<file path="src/rtl/core/ecs_pkg.sv">
// ----------------------------------------------------------------------------
// ecs_pkg
// Shared constants for the epoch-based counter scheduler: table depth,
// index and counter widths, and the reset value of the priority register.
// ----------------------------------------------------------------------------
package ecs_pkg;

	localparam int SLOTS      = 32;
	localparam int SLOT_W     = (SLOTS > 1) ? $clog2(SLOTS) : 1;
	localparam int CNT_W      = $clog2(SLOTS + 1);
	localparam int CTR_W      = 8;
	localparam int PRIO_W     = 7;
	localparam int OUT_SLOT_W = 5;

	localparam logic [PRIO_W-1:0] PRIO_RESET = 7'd15;

	localparam logic ACT_TICK   = 1'b0;
	localparam logic ACT_CREATE = 1'b1;

endpackage

</file>
<file path="src/rtl/core/epoch_counter_scheduler_unit.sv">
// ----------------------------------------------------------------------------
// epoch_counter_scheduler_unit
// Task slot table with ready flags and time-slice counters. Create requests
// allocate slots; tick requests age the running slot and may reschedule.
// ----------------------------------------------------------------------------
// Usage: requests enter on in_valid/in_ready with action and preempt_hold;
// each request yields exactly one result on out_valid/out_ready. The priority
// register is written through cfg_we/cfg_wdata; the user must do so only
// while the block is idle, which the block does not enforce. in_ready is
// high only while the sequencer is idle, so one request is in flight at a
// time. A tick decrements the running slot's counter and, if it reaches
// zero without preempt_hold, a selection scan picks the ready slot with
// the largest counter; a recharge pass and a second scan follow when all
// ready counters are zero. Every pass streams through the counter memory
// one slot per cycle on its single read port and shared comparator. The
// result sits in an output register; a stalled receiver holds it there and
// the next request still enters, finishing only once the register frees.
// Reset clears the ready flags, makes slot 0 the running task with a zero
// counter, sets one used slot and loads the priority register with 15.
// ----------------------------------------------------------------------------
module epoch_counter_scheduler_unit (
	input  logic                            clk,
	input  logic                            arst_n,
	input  logic                            in_valid,
	output logic                            in_ready,
	input  logic                            action,
	input  logic                            preempt_hold,
	output logic                            out_valid,
	input  logic                            out_ready,
	output logic [ecs_pkg::OUT_SLOT_W-1:0] running_slot,
	output logic                            switched,
	output logic [ecs_pkg::OUT_SLOT_W-1:0] new_slot,
	output logic                            table_full,
	input  logic                            cfg_we,
	input  logic [ecs_pkg::PRIO_W-1:0]     cfg_wdata
);
	import ecs_pkg::*;

	typedef enum logic [2:0] {
		ST_IDLE,
		ST_TICK,
		ST_SCAN,
		ST_RECH,
		ST_OUT
	} state_t;

	state_t              state_q;
	logic [CTR_W-1:0]    ctr_mem [SLOTS];
	logic [CTR_W-1:0]    mem_rd_q;
	logic                mem_we;
	logic [SLOT_W-1:0]   mem_wa;
	logic [CTR_W-1:0]    mem_wd;
	logic [SLOT_W-1:0]   mem_ra;

	logic [SLOTS-1:0]    ready_q;
	logic                zero_ok_q;
	logic [SLOT_W-1:0]   run_q;
	logic [CNT_W-1:0]    used_q;
	logic [PRIO_W-1:0]   prio_q;
	logic                hold_q;
	logic [CNT_W-1:0]    ia_q;
	logic                dv_q;
	logic [SLOT_W-1:0]   rd_idx_q;
	logic                found_q;
	logic [CTR_W-1:0]    best_q;
	logic [SLOT_W-1:0]   sel_q;
	logic                recharged_q;

	logic [SLOT_W-1:0]   res_run_q;
	logic                res_sw_q;
	logic [SLOT_W-1:0]   res_new_q;
	logic                res_full_q;

	logic                out_valid_q;
	logic [OUT_SLOT_W-1:0] running_slot_q;
	logic                switched_q;
	logic [OUT_SLOT_W-1:0] new_slot_q;
	logic                table_full_q;

	logic [CTR_W-1:0]    rd_val;
	logic [CTR_W-1:0]    dec_val;
	logic [CTR_W:0]      rech_sum;
	logic [CTR_W-1:0]    rech_val;
	logic                issue;
	logic                pass_done;
	logic                has_free;
	logic                better;
	logic [SLOT_W-1:0]   next_run;

	assign rd_val    = (rd_idx_q == '0 && !zero_ok_q) ? '0 : mem_rd_q;
	assign dec_val   = (rd_val == '0) ? '0 : rd_val - CTR_W'(1);
	assign rech_sum  = (CTR_W+1)'(rd_val >> 1) + (CTR_W+1)'(prio_q);
	assign rech_val  = rech_sum[CTR_W] ? '1 : rech_sum[CTR_W-1:0];
	assign issue     = (ia_q < used_q);
	assign pass_done = (ia_q == used_q) && !dv_q;
	assign has_free  = (used_q < CNT_W'(SLOTS));
	assign better    = dv_q && ready_q[rd_idx_q] && (!found_q || rd_val > best_q);
	assign next_run  = found_q ? sel_q : '0;
	assign mem_ra    = (state_q == ST_IDLE) ? run_q : ia_q[SLOT_W-1:0];

	always_comb begin
		mem_we = 1'b0;
		mem_wa = rd_idx_q;
		mem_wd = rech_val;
		case (state_q)
			ST_IDLE: begin
				if (in_valid && action == ACT_CREATE && has_free) begin
					mem_we = 1'b1;
					mem_wa = used_q[SLOT_W-1:0];
					mem_wd = '0;
				end
			end
			ST_TICK: begin
				mem_we = 1'b1;
				mem_wa = run_q;
				mem_wd = dec_val;
			end
			ST_RECH: begin
				mem_we = dv_q;
			end
			default: begin
				mem_we = 1'b0;
			end
		endcase
	end

	always_ff @(posedge clk) begin
		if (mem_we) begin
			ctr_mem[mem_wa] <= mem_wd;
		end
		mem_rd_q <= ctr_mem[mem_ra];
	end

	always_ff @(posedge clk or negedge arst_n) begin
		if (!arst_n) begin
			prio_q <= PRIO_RESET;
		end else if (cfg_we) begin
			prio_q <= cfg_wdata;
		end
	end

	always_ff @(posedge clk or negedge arst_n) begin
		if (!arst_n) begin
			state_q        <= ST_IDLE;
			ready_q        <= '0;
			zero_ok_q      <= 1'b0;
			run_q          <= '0;
			used_q         <= CNT_W'(1);
			hold_q         <= 1'b0;
			ia_q           <= '0;
			dv_q           <= 1'b0;
			rd_idx_q       <= '0;
			found_q        <= 1'b0;
			best_q         <= '0;
			sel_q          <= '0;
			recharged_q    <= 1'b0;
			res_run_q      <= '0;
			res_sw_q       <= 1'b0;
			res_new_q      <= '0;
			res_full_q     <= 1'b0;
			out_valid_q    <= 1'b0;
			running_slot_q <= '0;
			switched_q     <= 1'b0;
			new_slot_q     <= '0;
			table_full_q   <= 1'b0;
		end else begin
			rd_idx_q <= mem_ra;
			if (mem_we && mem_wa == '0) begin
				zero_ok_q <= 1'b1;
			end
			if (out_valid_q && out_ready && state_q != ST_OUT) begin
				out_valid_q <= 1'b0;
			end
			case (state_q)
				ST_IDLE: begin
					dv_q <= 1'b0;
					if (in_valid) begin
						hold_q   <= preempt_hold;
						res_run_q <= run_q;
						res_sw_q  <= 1'b0;
						res_new_q <= (action == ACT_CREATE && has_free) ?
							used_q[SLOT_W-1:0] : '0;
						res_full_q <= (action == ACT_CREATE && !has_free);
						if (action == ACT_CREATE) begin
							if (has_free) begin
								ready_q[used_q[SLOT_W-1:0]] <= 1'b1;
								used_q    <= used_q + CNT_W'(1);
							end
							state_q <= ST_OUT;
						end else begin
							state_q <= ST_TICK;
						end
					end
				end
				ST_TICK: begin
					if (dec_val == '0 && !hold_q) begin
						ia_q        <= '0;
						dv_q        <= 1'b0;
						found_q     <= 1'b0;
						best_q      <= '0;
						sel_q       <= '0;
						recharged_q <= 1'b0;
						state_q     <= ST_SCAN;
					end else begin
						state_q <= ST_OUT;
					end
				end
				ST_SCAN: begin
					dv_q <= issue;
					if (issue) begin
						ia_q <= ia_q + CNT_W'(1);
					end
					if (better) begin
						found_q <= 1'b1;
						best_q  <= rd_val;
						sel_q   <= rd_idx_q;
					end
					if (pass_done) begin
						if (found_q && best_q == '0 && !recharged_q) begin
							recharged_q <= 1'b1;
							ia_q        <= '0;
							state_q     <= ST_RECH;
						end else begin
							run_q     <= next_run;
							res_run_q <= next_run;
							res_sw_q  <= (next_run != run_q);
							state_q   <= ST_OUT;
						end
					end
				end
				ST_RECH: begin
					dv_q <= issue;
					if (issue) begin
						ia_q <= ia_q + CNT_W'(1);
					end
					if (pass_done) begin
						ia_q    <= '0;
						found_q <= 1'b0;
						best_q  <= '0;
						sel_q   <= '0;
						state_q <= ST_SCAN;
					end
				end
				ST_OUT: begin
					dv_q <= 1'b0;
					if (!out_valid_q || out_ready) begin
						out_valid_q    <= 1'b1;
						running_slot_q <= OUT_SLOT_W'(res_run_q);
						switched_q     <= res_sw_q;
						new_slot_q     <= OUT_SLOT_W'(res_new_q);
						table_full_q   <= res_full_q;
						state_q        <= ST_IDLE;
					end
				end
				default: begin
					state_q <= ST_IDLE;
				end
			endcase
		end
	end

	assign in_ready     = (state_q == ST_IDLE);
	assign out_valid    = out_valid_q;
	assign running_slot = running_slot_q;
	assign switched     = switched_q;
	assign new_slot     = new_slot_q;
	assign table_full   = table_full_q;

endmodule
</file>
<file path="config.mk">
export PLATFORM = sky130hd
export DESIGN_NAME = epoch_counter_scheduler_unit
export DESIGN_NICKNAME = d
export VERILOG_FILES = /design/src/rtl/core/ecs_pkg.sv /design/src/rtl/core/epoch_counter_scheduler_unit.sv
export SDC_FILE = /design/constraint.sdc
export NUM_CORES = 1
export LEC_CHECK = 0
export BUFFER_PORTS_ARGS = -buffer_cell sky130_fd_sc_hd__buf_4
export CORE_UTILIZATION = 60
export CTS_BUF_LIST = sky130_fd_sc_hd__clkbuf_4 sky130_fd_sc_hd__clkbuf_8 sky130_fd_sc_hd__clkbuf_16
export DETAILED_ROUTE_END_ITERATION = 8
export PLACE_DENSITY = 0.85
export SLEW_MARGIN = 10
export SYNTH_ARGS = -nofsm -noshare
export SYNTH_HDL_FRONTEND = slang
export SYNTH_SLANG_ARGS = --single-unit
</file>
<file path="constraint.sdc">
create_clock -name clk -period 10.9 [get_ports clk]
set_clock_uncertainty 0.1 [all_clocks]
set_input_delay 0 -clock clk [delete_from_list [all_inputs] [get_ports clk]]
set_output_delay 0 -clock clk [all_outputs]
set_load 0.01 [all_outputs]
</file>
==> key figures, run 1 <==
Run status
  – Status: complete, but fails checks
  – Failing checks: design-rule violations

Clock network
  – Reg clk slew, reported paths: 60 ps
  – CTS Buf Count: 38
  – # resized after CTS: 0
  – TritonCTS clock tree: built
  – Sink Count: 371
  – Clock tree root buffer cell: clkbuf_16
  – Clk_lat worst skew: 530 ps
  – H-tree levels: 2
  – Clock tree buffer depth: 3

Flow run
  – Max cap viols: 0

Floorplanning
  – Std cell rows: 59
  – Core ar.: 26130 um^2
  – Die area: 27450 um^2
  – Die extent in y: 165.7 um
  – DIE WIDTH: 165.7 um
  – IO Pins: 28
  – Initial Util: 0.6151

GRT
  – GRT overflow: 0
  – Antenna violations before repair: 0
  – Pin count of the biggest net entering global routing: 105
  – Vias in the first global route: 11080
  – Total track usage: 0.2824
  – First-pass GRT wire length: 60.53 mm

Detailed routing
  – Routed via count: 11190
  – Routed WL: 38.18 mm
  – Routed WL per cell: 22.11 um
  – ANT nets after route: 0
  – Via density: 6.478
  – Iter 0 DRT Violations: 1647
  – TritonRoute pass-1 iters: 8
  – DRC Markers: 4

Timing
  – Setup Viol. Count Final: 0
  – Slew at the pin with the worst max-slew slack: 1121 ps
  – Slew HR: 0.2529
  – Final worst slack: 6363 ps
  – Total negative slack: 0 ps
  – F_max: 0.2204 GHz
  – Tmin final: 4537 ps
  – Max-slew violation count: 0
  – Tcrit/Tclk final: 0.4163
  – Final hold vios: 0
  – RSZ-0062 raised after global routing: false
  – Worst hold slack: 240.8 ps

Placed design
  – Count of port buffers added during placement: 27
  – Setup WS pre-CTS: 6578 ps
  – Final GP Congestion: 0.9343
  – Final HPWL from detailed placement: 22.61 mm

Critical path
  – Crit path largest cell delay: 840 ps
  – Element type at the critical path end: flop
  – Startpoint Class: flop
  – Cell chain of the critical path: nor4_2 > nand2_1 > nand2_1 > inv_1 > ha_1 > fa_1 > a21o_1 > a21oi_1 > o21bai_1 > a21oi_1 > xor2_1 > nor2_1 > o22a_1
  – CP arrival: 4610 ps
  – Crit Path Class: reg2reg
  – CP top delay family: compound AO/OA/AOI/OAI gates
  – Required time of the critical path: 10970 ps
  – Worst Path Max Fanout: 32
  – Critical path's slowest cell: o22a_1
  – Worst path bufs/invs: 1
  – Internal reg-to-reg setup slack: 6360 ps

Power and ir drop
  – Clock power share: 0.258
  – Internal Power: 0.003219 W
  – Peak supply drop: 228.8 uV
  – Leak pwr: 7.018 nW
  – PD cells: 278.0 nW/um^2
  – Switching share of total power: 0.3584
  – Sequential Power Share: 0.410
  – Combinational power share: 0.332
  – Total power: 0.005017 W
  – Sw Pwr: 0.001798 W

Synth
  – Distinct cells, synth: 71
  – Number of flops mapped to enable cells by yosys: 256
  – Seq/Total Area, Yosys: 0.6552
  – Ys flop type: edfxtp_1
  – Seq cells post-synth: 371
  – Synthesized net count: 1374
  – Area contributors post-synth: edfxtp_1 (48%), dfrtp_1 (16%), nand2_1 (7.3%)
  – Synth Instances: 1331
  – Yosys top cell area share: 0.4783
  – Syn Area/Cell: 12.08 um^2
  – Post-synth top area cell: edfxtp_1
  – Yosys warns: 0
  – Async SR Flop Fraction: 0.2884
  – Syn Std Cell Area: 16070 um^2

Cells and area
  – Area Overhead vs Synth: 12.26%
  – Final cell utilization of the core: 0.6905
  – Antenna diodes: 0
  – Most frequent cells in the layout: nand2_1 (311), edfxtp_1 (256), dfrtp_1 (102)
  – Nets@finish: 1409
  – Share of layout cells above drive strength 1: 0.1157
  – # fillers: 1697
  – Most common cell after layout, fill and taps aside: nand2_1

Min path
  – HP Class: in2reg
stage by stage:
step                instances  instance area [um^2]
floorplan                1331                 16070
global placement         1638                 16550
detailed placement       1638                 16550
CTS                      1727                 18040
global route             1727                 18040
finish                   1727                 18040
area by class of cell:
type / instances / area [um^2] / area share
clock buffers: 51 / 1127 / 0.06248
clock inverters: 15 / 126.4 / 0.007004
inverters: 31 / 117.6 / 0.006518
multi-input cells: 862 / 5189 / 0.2876
flip-flops and latches: 371 / 10530 / 0.5837
well taps: 335 / 419.2 / 0.02323
repair buffers: 62 / 533.0 / 0.02954
synth_stat cells, types with 7 or more instances:
cell type    n
nand2_1    311
and2_1      13
o31ai_1      7
buf_2       19
a221o_1      7
nand3_1     22
o21bai_1    36
a21oi_1     21
o22ai_1     37
clkbuf_1    41
ha_1        28
nor4_1      13
nor2_1      65
and3_1      65
xnor2_1     12
a21o_1       9
a22o_1      14
o21ai_0     25
edfxtp_1   256
mux2i_1      7
mux4_2       9
a31oi_1     65
inv_1       29
dfxtp_1      8
dfrtp_1    102
mux2_2      20
routing by layer:
metal / vias to the layer above / part of all wire / track usage
li1: 4945 / - / -
met1: 5447 / 0.38 / 0.3779
met2: 660 / 0.48 / 0.4508
met3: 135 / 0.10 / 0.05496
met4: 0 / 0.039 / 0.1321
met5: - / 0 / 0
worst register-to-register path: stages (launching register included):
cell and delay [ps]:
dfrtp_1 690, nor4_2 540, nand2_1 250, nand2_1 180, inv_1 90, ha_1 210, fa_1 410, a21o_1 170
a21oi_1 210, o21bai_1 90, a21oi_1 170, xor2_1 120, nor2_1 100, o22a_1 840
power groups by stage:
| stage | clock network (W) | logic, W | registers, W |
|---|---|---|---|
| after floorplan | 0 | 0.00106 | 0.00204 |
| after global placement | 0 | 0.00155 | 0.00207 |
| after detailed placement | 0 | 0.00160 | 0.00208 |
| after CTS | 0.00130 | 0.00164 | 0.00205 |
| after global routing | 0.00136 | 0.00179 | 0.00206 |
| final | 0.00129 | 0.00167 | 0.00206 |
state kept, by name (all words and copies together) (netlist names), 3 cells and up:
signal / cells
best_q: 8
ctr_mem: 256
ia_q: 6
mem_rd_q: 8
new_slot: 5
prio_q: 7
rd_idx_q: 5
ready_q: 32
res_new_q: 5
res_run_q: 5
run_q: 5
running_slot: 5
sel_q: 5
state_q: 3
used_q: 6
kinds of logic (layout without fill, tap and decap cells):
logic type	count (synthesis)	after routing	share of synthesized area
DFF	371	371	0.6552
adders and majority gates	29	29	0.02304
muxes	36	36	0.03098
AOI/OAI and AO/OA	251	251	0.1060
and+or+nand+nor	531	531	0.1503
xor gates and xnor gates	15	15	0.008641
buffers and inverters	98	159	0.02577
worst paths after layout:
| path | startpoint | end | cells after the start |
|---|---|---|---|
| max in group asynchronous | arst_n | state_q[0]$_DFFE_PN0P_ | 4 |
| max reg2reg | rd_idx_q[1]$_DFF_PN0_ | ctr_mem[26][6]$_DFFE_PP_ | 13 |
| min | cfg_we | prio_q[3]$_DFFE_PN1P_ | 3 |
| min reg2reg | ready_q[8]$_DFFE_PN0P_ | ready_q[8]$_DFFE_PN0P_ | 1 |
| min in group asynchronous | arst_n | ready_q[24]$_DFFE_PN0P_ | 4 |
| max | rd_idx_q[1]$_DFF_PN0_ | ctr_mem[26][6]$_DFFE_PP_ | 13 |
timing repair:
action / 4_1_cts / 5_1_grt
hold buffers: 23 / 0
hold endpoints to repair: 61 / 0
buffers inserted: 0 / 0
No activity file was read; power rests on OpenSTA's default activity.
==> run 2: changes to the inputs <==
Clock period 10.9 ns to 4.8 ns, I/O delays scaled along.
==> key figures, run 2 (synthesis gave the netlist of run 1 again) <==
Timing
  – Slew HR: 0.2889 (+0.03597)
  – Max-slew violation count: 0 (unchanged)
  – Slew at the pin with the worst max-slew slack: 1067 ps (-53.96 ps)
  – RSZ-0062 raised after global routing: false
  – Setup Viol. Count Final: 0 (unchanged)
  – Total negative slack: 0 ps (unchanged)
  – Final hold vios: 0 (unchanged)
  – Worst hold slack: 230.4 ps (-10.39 ps)
  – F_max: 0.2300 GHz (+4.3%)
  – Tcrit/Tclk final: 0.9059 (+0.4896)
  – Tmin final: 4348 ps (-189.0 ps)

Clock network
  – Sink Count: 371 (unchanged)
  – # resized after CTS: 0 (unchanged)
  – H-tree levels: 2 (unchanged)
  – CTS Buf Count: 38 (unchanged)
  – Reg clk slew, reported paths: 60 ps (about the same)
  – Clock tree root buffer cell: clkbuf_16
  – TritonCTS clock tree: built
  – Clk_lat worst skew: 530 ps (about the same)
  – Clock tree buffer depth: 3 (unchanged)

Cells and area
  – Area Overhead vs Synth: 12.60%
  – Top Registers: ctr_mem: 256 flops, ready_q: 32 flops
  – Share of layout cells above drive strength 1: 0.1221 (+0.006395)
  – Antenna diodes: 0 (unchanged)
  – Nets@finish: 1414 (+0.35%)
  – Final cell utilization of the core: 0.6926 (+0.002106)
  – Max FFs per register: 256 (unchanged)
  – Top reg by flops: ctr_mem
  – Most frequent cells in the layout: nand2_1 (311), edfxtp_1 (256), dfrtp_1 (102)
  – Most common cell after layout, fill and taps aside: nand2_1
  – Fin cells: 1736 (+0.52%)

Floorplanning
  – Die area: 27450 um^2 (unchanged)
  – Std cell rows: 59 (unchanged)
  – Die extent in y: 165.7 um (unchanged)
  – IO Pins: 28 (unchanged)
  – DIE WIDTH: 165.7 um (unchanged)
  – Initial Util: 0.6151 (unchanged)
  – Core ar.: 26130 um^2 (unchanged)

Critical path
  – Required time of the critical path: 4870 ps (-6100 ps)
  – Worst Path Max Fanout: 32 (unchanged)
  – Startpoint Class: flop
  – Crit Path Class: reg2reg
  – Element type at the critical path end: flop
  – CP arrival: 4420 ps (-190 ps)

Detailed routing
  – Routed via count: 11230 (+0.34%)
  – TritonRoute pass-1 iters: 9 (+1)
  – Routed WL: 37.69 mm (-1.3%)
  – ANT nets after route: 0 (unchanged)
  – Via density: 6.466 (-0.18%)
  – Routed WL per cell: 21.71 um (-1.8%)
  – DRC Markers: 4 (unchanged)
  – Iter 0 DRT Violations: 1472 (-11%)

Placed design
  – Final GP Congestion: 0.9857 (+5.5%)
  – Count of port buffers added during placement: 27 (unchanged)
  – Final HPWL from detailed placement: 22.54 mm (-0.33%)
  – DP Cell Count: 1643 (+0.31%)

Power and ir drop
  – PD cells: 625.2 nW/um^2 (+120%)
  – Total power: 0.01132 W (+130%)
  – Peak supply drop: 469.0 uV (+100%)
  – Leak pwr: 7.060 nW (+0.60%)

GRT
  – Antenna violations before repair: 0 (unchanged)
  – Vias in the first global route: 11050 (-0.24%)
  – First-pass GRT wire length: 59.73 mm (-1.3%)
  – GRT overflow: 0 (unchanged)
  – Pin count of the biggest net entering global routing: 129 (+23%)
  – Total track usage: 0.2793 (-0.003087)

Run status
  – Failing checks: design-rule violations
  – Status: complete, but fails checks

Min path
  – HP Class: in2reg

Flow run
  – Max cap viols: 0 (unchanged)
==> run 2: cell types whose count changed in the layout (fill, tap and decap cells not counted), sizes merged <==
cell	before	now
inv	32	30
clkbuf	51	55
buf	40	45
clkinv	11	13
==> run 2: timing repair <==
| action | 4_1_cts | 5_1_grt |
|---|---|---|
| hold endpoints to repair | 67 | 0 |
| hold buffers | 23 | 0 |
| buffers inserted | 0 | 0 |
==> run 2: cell type report <==
cell class | count | area [um^2]
clock buffer | 55 | 1109
tap | 335 | 419.2
multi-input combinational | 862 | 5187
timing repair buffer | 67 | 590.6
sequential | 371 | 10530
inverter | 31 | 117.6
fill | 1679 | 8034
clock inverter | 15 | 143.9
==> run 2: worst paths after layout <==
path / start / endpoint / slack [ps] / cells past startpoint
worst max-delay path: rd_idx_q[0]$_DFF_PN0_ / ctr_mem[3][6]$_DFFE_PP_ / 450 / 13
worst min-delay path: cfg_we / prio_q[5]$_DFFE_PN0P_ / 230 / 3
worst max register to register: rd_idx_q[0]$_DFF_PN0_ / ctr_mem[3][6]$_DFFE_PP_ / 450 / 13
worst min register to register: ready_q[24]$_DFFE_PN0P_ / ready_q[24]$_DFFE_PN0P_ / 370 / 1
max in group asynchronous: arst_n / ready_q[8]$_DFFE_PN0P_ / 3350 / 4
min in group asynchronous: arst_n / prio_q[0]$_DFFE_PN1P_ / 500 / 3
==> run 2: layer usage <==
layer  vias up  track usage  part of all wire
met2       647       0.4539              0.48
met5         -            0                 0
li1       4956            -                 -
met3       112      0.05448             0.099
met1      5510       0.3773              0.39
met4         0       0.1044             0.028
==> run 2: through the flow <==
stage	instance area (um^2)	worst slack, ps
after global routing	18100	137.9
after CTS	18100	539.0
final	18100	451.8
after detailed placement	16600	558.1
after floorplan	16070	1132
after global placement	16600	702.6
==> run 2: power breakdown <==
part           internal [W]  total (W)  switching (W)
Sequential          0.00445    0.00462       0.000169
Clock               0.00173    0.00293        0.00120
Combinational       0.00112    0.00377        0.00264
Total               0.00730     0.0113        0.00401
==> run 2: critical path, cell delays in order, from the launching register on <==
cell and delay, ps:
dfrtp_1 510, nor4_2 480, nand2_1 240, nand2_1 190, inv_1 100, ha_1 220
fa_1 420, a21o_1 180, a21oi_1 210, o21bai_1 80, a21oi_1 170, xor2_1 110
nor2_1 110, o22a_1 860
